## src/hdl/acrs_pkg.sv

```systemverilog
`timescale 1ns / 1ps

package acrs_pkg;

    // Internal counter and position widths
    localparam int CNT_W = 16;
    localparam int POS_W = 32;
    localparam int SUM_W = ((POS_W > CNT_W) ? POS_W : CNT_W) + 2;

    // Queue between front and back (power of two)
    localparam int Q_DEPTH = 2;
    localparam int Q_PTR_W = (Q_DEPTH > 1) ? $clog2(Q_DEPTH) : 1;
    localparam int Q_CNT_W = $clog2(Q_DEPTH + 1);

    // Step codes
    localparam logic [1:0] STEP_MATCH    = 2'd0;
    localparam logic [1:0] STEP_MISMATCH = 2'd1;
    localparam logic [1:0] STEP_INSERT   = 2'd2;
    localparam logic [1:0] STEP_DELETE   = 2'd3;

    // Result codes
    localparam logic [1:0] RES_RUN     = 2'd0;
    localparam logic [1:0] RES_REGION  = 2'd1;
    localparam logic [1:0] RES_SUMMARY = 2'd2;

    // Slots of one task, in emission order
    localparam int SLOT_CLOSE_RUN = 0;
    localparam int SLOT_CLOSE_REG = 1;
    localparam int SLOT_FIN_RUN   = 2;
    localparam int SLOT_FIN_REG   = 3;
    localparam int SLOT_SUMMARY   = 4;
    localparam int N_SLOTS        = 5;

    typedef struct packed {
        logic [1:0] step_kind;
        logic       is_last;
    } t_acrs_step;

    typedef struct packed {
        logic [1:0]  result_kind;
        logic [15:0] run_length;
        logic [1:0]  run_kind;
        logic [31:0] region_start;
        logic [15:0] region_length;
        logic [15:0] mismatch_total;
        logic [15:0] covered_total;
        logic        last_result;
    } t_acrs_result;

    // Everything one step produces, handed from front to back
    typedef struct packed {
        logic [N_SLOTS-1:0] mask;
        logic [15:0]        close_run_len;
        logic [1:0]         close_run_kind;
        logic [31:0]        close_reg_start;
        logic [15:0]        close_reg_len;
        logic [15:0]        fin_run_len;
        logic [1:0]         fin_run_kind;
        logic [31:0]        fin_reg_start;
        logic [15:0]        fin_reg_len;
        logic [15:0]        mm_total;
        logic [15:0]        cov_total;
    } t_acrs_task;

    function automatic logic [15:0] clip_cnt(input logic [CNT_W-1:0] v);
        logic [63:0] w;
        w = 64'(v);
        return (w > 64'h0000_0000_0000_FFFF) ? 16'hFFFF : w[15:0];
    endfunction

    function automatic logic [31:0] clip_pos(input logic [POS_W-1:0] v);
        logic [63:0] w;
        w = 64'(v);
        return (w > 64'h0000_0000_FFFF_FFFF) ? 32'hFFFF_FFFF : w[31:0];
    endfunction

    function automatic logic [CNT_W-1:0] sat_inc_cnt(input logic [CNT_W-1:0] v);
        return (v == {CNT_W{1'b1}}) ? v : v + CNT_W'(1);
    endfunction

endpackage

```

## src/hdl/acrs_front.sv

```systemverilog
`timescale 1ns / 1ps

module acrs_front (
    input  logic                i_clk,
    input  logic                i_rst_n,
    input  logic                i_in_valid,
    input  acrs_pkg::t_acrs_step i_in_item,
    output logic                o_in_stall,
    input  logic                i_cfg_valid,
    input  logic [31:0]         i_cfg_data,
    output logic                o_cfg_ready,
    output logic                o_push,
    output acrs_pkg::t_acrs_task o_task,
    input  logic                i_q_full
);
    import acrs_pkg::*;

    logic [31:0]      r_read_start;
    logic [1:0]       r_prev_kind;
    logic [CNT_W-1:0] r_run_count;
    logic [POS_W-1:0] r_region_begin;
    logic [CNT_W-1:0] r_region_size;
    logic             r_region_open;
    logic [CNT_W-1:0] r_mm_count;
    logic [CNT_W-1:0] r_cov_count;

    logic [1:0]       n_prev_kind;
    logic [CNT_W-1:0] n_run_count;
    logic [POS_W-1:0] n_region_begin;
    logic [CNT_W-1:0] n_region_size;
    logic             n_region_open;
    logic [CNT_W-1:0] n_mm_count;
    logic [CNT_W-1:0] n_cov_count;

    logic             accept;
    logic             kind_chg;
    logic [1:0]       kind;
    logic [SUM_W-1:0] begin_sum;
    logic [POS_W-1:0] begin_adv;

    assign o_in_stall  = i_q_full;
    assign o_cfg_ready = 1'b1;
    assign accept      = i_in_valid && !i_q_full;
    assign kind        = i_in_item.step_kind;
    assign kind_chg    = (kind != r_prev_kind);

    // begin + size + 1, saturating (size is zero whenever no region is open)
    assign begin_sum = SUM_W'(r_region_begin) + SUM_W'(r_region_size) + SUM_W'(1);
    assign begin_adv = (begin_sum > SUM_W'({POS_W{1'b1}})) ? {POS_W{1'b1}}
                                                          : begin_sum[POS_W-1:0];

    always_comb begin
        n_prev_kind    = kind;
        n_run_count    = sat_inc_cnt(kind_chg ? '0 : r_run_count);
        n_region_begin = r_region_begin;
        n_region_size  = r_region_size;
        n_region_open  = r_region_open;
        if (kind == STEP_DELETE) begin
            n_region_begin = begin_adv;
            n_region_size  = '0;
            n_region_open  = 1'b0;
        end else if (kind != STEP_INSERT) begin
            n_region_size = sat_inc_cnt(r_region_size);
            n_region_open = 1'b1;
        end
        n_mm_count  = (kind != STEP_MATCH)  ? sat_inc_cnt(r_mm_count)  : r_mm_count;
        n_cov_count = (kind != STEP_INSERT) ? sat_inc_cnt(r_cov_count) : r_cov_count;

        o_task = '0;
        o_task.mask[SLOT_CLOSE_RUN] = kind_chg && (r_run_count != '0);
        o_task.close_run_len        = clip_cnt(r_run_count);
        o_task.close_run_kind       = r_prev_kind;
        o_task.mask[SLOT_CLOSE_REG] = (kind == STEP_DELETE) && r_region_open;
        o_task.close_reg_start      = clip_pos(r_region_begin);
        o_task.close_reg_len        = clip_cnt(r_region_size);
        o_task.mask[SLOT_FIN_RUN]   = i_in_item.is_last;
        o_task.fin_run_len          = clip_cnt(n_run_count);
        o_task.fin_run_kind         = kind;
        o_task.mask[SLOT_FIN_REG]   = i_in_item.is_last && n_region_open;
        o_task.fin_reg_start        = clip_pos(n_region_begin);
        o_task.fin_reg_len          = clip_cnt(n_region_size);
        o_task.mask[SLOT_SUMMARY]   = i_in_item.is_last;
        o_task.mm_total             = clip_cnt(n_mm_count);
        o_task.cov_total            = clip_cnt(n_cov_count);
    end

    assign o_push = accept && (o_task.mask != '0);

    always_ff @(posedge i_clk) begin
        if (!i_rst_n) begin
            r_read_start   <= '0;
            r_prev_kind    <= STEP_MATCH;
            r_run_count    <= '0;
            r_region_begin <= '0;
            r_region_size  <= '0;
            r_region_open  <= 1'b0;
            r_mm_count     <= '0;
            r_cov_count    <= '0;
        end else begin
            if (i_cfg_valid) begin
                r_read_start <= i_cfg_data;
            end
            if (accept && i_in_item.is_last) begin
                // end of read: back to a clean state
                r_prev_kind    <= STEP_MATCH;
                r_run_count    <= '0;
                r_region_begin <= POS_W'(i_cfg_valid ? i_cfg_data : r_read_start);
                r_region_size  <= '0;
                r_region_open  <= 1'b0;
                r_mm_count     <= '0;
                r_cov_count    <= '0;
            end else if (accept) begin
                r_prev_kind    <= n_prev_kind;
                r_run_count    <= n_run_count;
                r_region_begin <= n_region_begin;
                r_region_size  <= n_region_size;
                r_region_open  <= n_region_open;
                r_mm_count     <= n_mm_count;
                r_cov_count    <= n_cov_count;
            end else if (i_cfg_valid && (r_run_count == '0)) begin
                r_region_begin <= POS_W'(i_cfg_data);
            end
        end
    end

endmodule

```

## src/hdl/acrs_queue.sv

```systemverilog
`timescale 1ns / 1ps

module acrs_queue (
    input  logic                 i_clk,
    input  logic                 i_rst_n,
    input  logic                 i_push,
    input  acrs_pkg::t_acrs_task i_task,
    output logic                 o_full,
    input  logic                 i_pop,
    output acrs_pkg::t_acrs_task o_head,
    output logic                 o_empty
);
    import acrs_pkg::*;

    t_acrs_task         r_mem [Q_DEPTH];
    logic [Q_PTR_W-1:0] r_wr_ptr;
    logic [Q_PTR_W-1:0] r_rd_ptr;
    logic [Q_CNT_W-1:0] r_count;
    logic               do_pop;
    logic               do_push;

    assign o_full  = (r_count == Q_CNT_W'(Q_DEPTH));
    assign o_empty = (r_count == '0);
    assign o_head  = r_mem[r_rd_ptr];
    assign do_pop  = i_pop && !o_empty;
    assign do_push = i_push && !o_full;

    always_ff @(posedge i_clk) begin
        if (do_push) begin
            r_mem[r_wr_ptr] <= i_task;
        end
    end

    always_ff @(posedge i_clk) begin
        if (!i_rst_n) begin
            r_wr_ptr <= '0;
            r_rd_ptr <= '0;
            r_count  <= '0;
        end else begin
            if (do_push) begin
                r_wr_ptr <= r_wr_ptr + Q_PTR_W'(1);
            end
            if (do_pop) begin
                r_rd_ptr <= r_rd_ptr + Q_PTR_W'(1);
            end
            if (do_push && !do_pop) begin
                r_count <= r_count + Q_CNT_W'(1);
            end else if (do_pop && !do_push) begin
                r_count <= r_count - Q_CNT_W'(1);
            end
        end
    end

endmodule

```

## src/hdl/acrs_back.sv

```systemverilog
`timescale 1ns / 1ps

module acrs_back (
    input  logic                   i_clk,
    input  logic                   i_rst_n,
    input  acrs_pkg::t_acrs_task   i_head,
    input  logic                   i_empty,
    output logic                   o_pop,
    output logic                   o_out_valid,
    output acrs_pkg::t_acrs_result o_out_item,
    input  logic                   i_out_stall
);
    import acrs_pkg::*;

    logic [N_SLOTS-1:0] r_done;
    logic               r_out_valid;
    t_acrs_result       r_out_item;

    logic [N_SLOTS-1:0] remain;
    logic [N_SLOTS-1:0] pick;
    logic               load;
    logic               emit;
    logic               final_one;
    t_acrs_result       n_out_item;

    assign remain    = i_head.mask & ~r_done;
    assign pick      = remain & (~remain + N_SLOTS'(1));   // lowest pending slot
    assign load      = !r_out_valid || !i_out_stall;
    assign emit      = load && !i_empty;
    assign final_one = ((remain & ~pick) == '0);
    assign o_pop     = emit && final_one;

    always_comb begin
        n_out_item = '0;
        if (pick[SLOT_CLOSE_RUN]) begin
            n_out_item.result_kind = RES_RUN;
            n_out_item.run_length  = i_head.close_run_len;
            n_out_item.run_kind    = i_head.close_run_kind;
        end else if (pick[SLOT_CLOSE_REG]) begin
            n_out_item.result_kind   = RES_REGION;
            n_out_item.region_start  = i_head.close_reg_start;
            n_out_item.region_length = i_head.close_reg_len;
        end else if (pick[SLOT_FIN_RUN]) begin
            n_out_item.result_kind = RES_RUN;
            n_out_item.run_length  = i_head.fin_run_len;
            n_out_item.run_kind    = i_head.fin_run_kind;
        end else if (pick[SLOT_FIN_REG]) begin
            n_out_item.result_kind   = RES_REGION;
            n_out_item.region_start  = i_head.fin_reg_start;
            n_out_item.region_length = i_head.fin_reg_len;
        end else begin
            n_out_item.result_kind    = RES_SUMMARY;
            n_out_item.mismatch_total = i_head.mm_total;
            n_out_item.covered_total  = i_head.cov_total;
        end
        n_out_item.last_result = final_one;
    end

    always_ff @(posedge i_clk) begin
        if (emit) begin
            r_out_item <= n_out_item;
        end
    end

    always_ff @(posedge i_clk) begin
        if (!i_rst_n) begin
            r_done      <= '0;
            r_out_valid <= 1'b0;
        end else begin
            if (load) begin
                r_out_valid <= !i_empty;
            end
            if (emit) begin
                r_done <= final_one ? '0 : (r_done | pick);
            end
        end
    end

    assign o_out_valid = r_out_valid;
    assign o_out_item  = r_out_item;

endmodule

```

## src/hdl/alignment_cigar_region_summarizer.sv

```systemverilog
`timescale 1ns / 1ps
// A step's first result reaches o_out_item through the task queue and then the output register.
// Throughput: one step per cycle while the queue is not full; one result per cycle out
// while i_out_stall is low, so a step that yields several results (up to four) holds the
// back end until all are out; the two-entry front/back queue absorbs short bursts.
// Reset (i_rst_n low, synchronous): read_start and all read state cleared, queue empty.

module alignment_cigar_region_summarizer (
    input  logic                   i_clk,
    input  logic                   i_rst_n,
    input  logic                   i_in_valid,
    input  acrs_pkg::t_acrs_step   i_in_item,
    output logic                   o_in_stall,
    output logic                   o_out_valid,
    output acrs_pkg::t_acrs_result o_out_item,
    input  logic                   i_out_stall,
    input  logic                   i_cfg_valid,
    input  logic [31:0]            i_cfg_data,
    output logic                   o_cfg_ready
);
    import acrs_pkg::*;

    // front -> queue
    logic       push;
    t_acrs_task task_in;
    logic       q_full;
    // queue -> back
    t_acrs_task head;
    logic       q_empty;
    logic       pop;

    // Front: run-length state, region tracking and totals; builds one task
    // per step holding every result that step causes (closed run, closed
    // region, and on the final step the open run, open region and summary).
    acrs_front u_front (
        .i_clk       (i_clk),
        .i_rst_n     (i_rst_n),
        .i_in_valid  (i_in_valid),
        .i_in_item   (i_in_item),
        .o_in_stall  (o_in_stall),
        .i_cfg_valid (i_cfg_valid),
        .i_cfg_data  (i_cfg_data),
        .o_cfg_ready (o_cfg_ready),
        .o_push      (push),
        .o_task      (task_in),
        .i_q_full    (q_full)
    );

    // Short task queue: front stalls only when it is full.
    acrs_queue u_queue (
        .i_clk   (i_clk),
        .i_rst_n (i_rst_n),
        .i_push  (push),
        .i_task  (task_in),
        .o_full  (q_full),
        .i_pop   (pop),
        .o_head  (head),
        .o_empty (q_empty)
    );

    // Back: walks the pending slots of the head task in order, one result
    // per cycle into the output register while it is free; flags the task's last result.
    acrs_back u_back (
        .i_clk       (i_clk),
        .i_rst_n     (i_rst_n),
        .i_head      (head),
        .i_empty     (q_empty),
        .o_pop       (pop),
        .o_out_valid (o_out_valid),
        .o_out_item  (o_out_item),
        .i_out_stall (i_out_stall)
    );

endmodule

```

## config.mk

```make
export PLATFORM = sky130hd
export DESIGN_NAME = alignment_cigar_region_summarizer
export DESIGN_NICKNAME = d
export VERILOG_FILES = /design/src/hdl/acrs_pkg.sv /design/src/hdl/acrs_front.sv /design/src/hdl/acrs_queue.sv /design/src/hdl/acrs_back.sv /design/src/hdl/alignment_cigar_region_summarizer.sv
export SDC_FILE = /design/constraint.sdc
export NUM_CORES = 1
export LEC_CHECK = 0
export BUFFER_PORTS_ARGS = -buffer_cell sky130_fd_sc_hd__buf_2
export CORE_MARGIN = 3
export CORE_UTILIZATION = 35
export CTS_BUF_LIST = sky130_fd_sc_hd__clkbuf_8 sky130_fd_sc_hd__clkbuf_16
export CTS_CLUSTER_DIAMETER = 100
export DETAILED_ROUTE_END_ITERATION = 10
export GPL_TIMING_DRIVEN = 0
export PLACE_DENSITY_LB_ADDON = 0.1
export SKIP_LAST_GASP = 1
export SYNTH_ARGS = -nofsm -noshare
export SYNTH_HDL_FRONTEND = slang
export SYNTH_HIERARCHICAL = 1
export SYNTH_SLANG_ARGS = --single-unit
```

## constraint.sdc

```tcl
create_clock -name i_clk -period 9.3 [get_ports i_clk]
set_input_delay 0.93 -clock i_clk [delete_from_list [all_inputs] [get_ports i_clk]]
set_output_delay 0.93 -clock i_clk [all_outputs]
set_load 0.01 [all_outputs]
```

==> flow_metrics.env <==
export IMPL_ctsRootBufferMaster="clkbuf_16"
export IMPL_antenna_found_initial=2
export IMPL_cp_start_kind="register"
export IMPL_switchingPower_w=0.00268
export IMPL_grt_ovfl_total=0
export IMPL_cts_num_sinks=581
export IMPL_cts_htree_levels=3
export IMPL_ios=144
export IMPL_dp_hpwl_um=52900
export IMPL_core_area_um2=74700
export IMPL_slew_violations=0
export IMPL_drt_iter0_markers=1166
export IMPL_multi_input_area_um2=9710
export IMPL_crit_type="reg -> reg"
export IMPL_postCtsSetupBuffers=0
export IMPL_nets=2307
export IMPL_synth_edf_count=439
export IMPL_power_frac_seq=0.432
export IMPL_leakagePower_nw=11.3
export IMPL_period_share=0.633
export IMPL_synthCells=2014
export IMPL_grt_total_usage=0.187
export IMPL_port_buffers=141
export IMPL_vias=17200
export IMPL_grt_pass1_wl_um=110000
export IMPL_netlist_cell_type_count=99
export IMPL_cts_inserted_buffers=70
export IMPL_dr_pass1_iters=6
export IMPL_setup_violations=0
export IMPL_synth_common_cells="edfxtp_1 (439), nand2_1 (144), dfxtp_1 (142), nor2_1 (135), mux2_4 (110)"
export IMPL_pwr_share_comb=0.267
export IMPL_grt_start_max_net_pins=61
export IMPL_synth_most_common_cell="edfxtp_1"
export IMPL_synthFlopType="edfxtp_1"
export IMPL_die_area_um2=78900
export IMPL_grt_pass1_vias=17100
export IMPL_worstMarginPinSlew_ns=1.26
export IMPL_post_route_min_period_ns=5.89
export IMPL_syn_num_nets=2077
export IMPL_maxSlewHeadroom=0.157
export IMPL_synth_async_sr_flop_share=0
export IMPL_synth_area_um2=26500
export IMPL_die_x_um=281
export IMPL_hp_class="reg -> reg"
export IMPL_initial_core_util=0.354
export IMPL_seq_area_um2=16000
export IMPL_cp_data_arrival_time_ns=6.14
export IMPL_clock_skew_ns=0.0212
export IMPL_route_detailed_drc=0
export IMPL_syn_to_final_growth_pct=17.4
export IMPL_worst_ep_required_time_ns=9.55
export IMPL_netlist_area_leader_share=0.498
export IMPL_ctsHoldBuffers=0
export IMPL_cts_tree="built"
export IMPL_post_route_util=0.416
export IMPL_synthTopCellsByArea="edfxtp_1 (50%), dfxtp_1 (11%), mux2_4 (6.2%)"
export IMPL_yosysSeqAreaShare=0.606
export IMPL_power_density_nw_per_um2=285
export IMPL_finalPower_w=0.00886
export IMPL_clockBufferDepth=3
export IMPL_outcome="finished clean"
export IMPL_drive_above_1_share=0.235
export IMPL_cp_max_fo=60
export IMPL_path_clk_slew_ns=0.06
export IMPL_end_kind="register"
export IMPL_drt_total_wl_um=73700
export IMPL_drv_cap=0
export IMPL_wire_per_inst_um=22.6
export IMPL_die_h_um=281
export IMPL_ctsResizeCount=0
export IMPL_p_sw_frac=0.302
export IMPL_fin_area_um2=31100
export IMPL_ys_warn_count=6
export IMPL_place_area_um2=28800
export IMPL_ys_seq_elements=581
export IMPL_fmax_mhz=170
export IMPL_gp_congestion=0.839
export IMPL_synth_area_per_cell_um2=13.1
export IMPL_peakVddDrop_mv=0.151
export IMPL_holdWs_ns=0.457
export IMPL_rsz0062_at_grt="false"
export IMPL_final_antenna_net_count=0
export IMPL_vias_per_cell=5.26
export IMPL_rows=100
export IMPL_synth_top_cell_by_area="edfxtp_1"
export IMPL_finalHoldViolations=0
export IMPL_clock_latency_ns=0.60
export IMPL_internal_power_w=0.00618
export IMPL_pwr_share_clk=0.301
export IMPL_fillers=6938
==> per-layer routing <==
metal | up-vias | share of wire | track usage
li1 | 8081 | - | -
met1 | 8573 | 0.45 | 0.253
met2 | 441 | 0.48 | 0.314
met3 | 89 | 0.044 | 0.0256
met4 | 0 | 0.019 | 0.0510
met5 | - | 0 | 0
==> per-stage QoR <==
stage / instances / setup WS (ns) / setup TNS, ns
finish: 3268 / 3.41 / 0
global route: 3267 / 3.23 / 0
CTS: 3267 / 3.37 / 0
detailed placement: 3141 / 3.15 / 0
global placement: 3124 / -2.21 / -727.54
floorplan: 2014 / 2.55 / 0
==> power by group through the flow <==
stage	clock (W)	combinational, W	sequential [W]
2_1_floorplan	0	0.00127	0.00402
3_3_place_gp	0	0.00223	0.00399
3_5_place_dp	0	0.00242	0.00388
4_1_cts	0.00275	0.00243	0.00384
5_1_grt	0.00286	0.00256	0.00389
6_report	0.00267	0.00237	0.00383
==> cell families after synthesis <==
family          synth area share
flops                      0.606
simple gates               0.111
compound gates             0.111
mux                        0.101
buf+inv                   0.0282
xor+xnor                  0.0313
fa+ha+maj                 0.0115
other cells             0.000142
==> cell type report <==
class / instances / area share
diodes: 1 / 0.0000805
flip-flops and latches: 581 / 0.516
inverters: 21 / 0.00254
clock buffers: 81 / 0.0630
multi-input cells: 1292 / 0.312
clock inverters: 45 / 0.0104
repair buffers: 158 / 0.0354
plain buffers: 120 / 0.0215
well taps: 969 / 0.0390
==> cell usage in the layout (no fill, tap or decap), types with 18 or more instances in the layout <==
cell	instances
edfxtp_1	439
buf_2	166
nand2_1	144
dfxtp_1	142
nor2_1	135
mux2_4	110
a21oi_1	84
clkbuf_16	75
a22o_1	68
mux2_2	66
o21ai_0	65
clkbuf_1	60
xnor2_1	55
nand3_1	47
and2_1	43
nor2b_1	40
xor2_1	36
inv_1	35
a31oi_1	30
mux2i_1	27
nand4_1	26
and3_1	22
ha_1	22
buf_6	19
or3_1	18
==> worst paths after layout <==
path	slack [ns]	endpoint	cells after the start	start
worst max register to register	3.41	u_queue/r_mem[1][24]	10	u_queue/r_count[0]
worst min register to register	0.46	u_queue/r_mem[0][155]	0	u_front/r_run_count[7]
worst max-delay path	3.41	u_queue/r_mem[1][24]	10	u_queue/r_count[0]
worst min-delay path	0.46	u_queue/r_mem[0][155]	0	u_front/r_run_count[7]
==> sequential cells by signal, indices dropped and copies added (netlist names), named ones only <==
signal and flops:
u_queue/r_count 2, u_queue/r_rd_ptr 1, u_front/r_mm_count 16, u_front/r_read_start 32
u_front/r_prev_kind 2, u_front/r_run_count 16, u_queue/r_mem 338, u_back/o_out_item 101
u_front/r_region_open 1, u_back/r_done 5, u_queue/r_wr_ptr 1, u_front/r_region_begin 32
u_back/o_out_valid 1, u_front/r_cov_count 16, u_front/r_region_size 16
==> critical path, stage by stage, from the launching register on <==
cell and delay [ns]:
dfxtp_1 0.41, nand2b_1 0.17, inv_1 0.17, nor2b_1 0.33, clkbuf_1 0.96, clkbuf_1 0.77, clkbuf_1 0.62, o31a_1 0.44
and3_4 0.83, buf_16 0.35, buf_16 0.34
No activity file was read; power rests on OpenSTA's default activity.
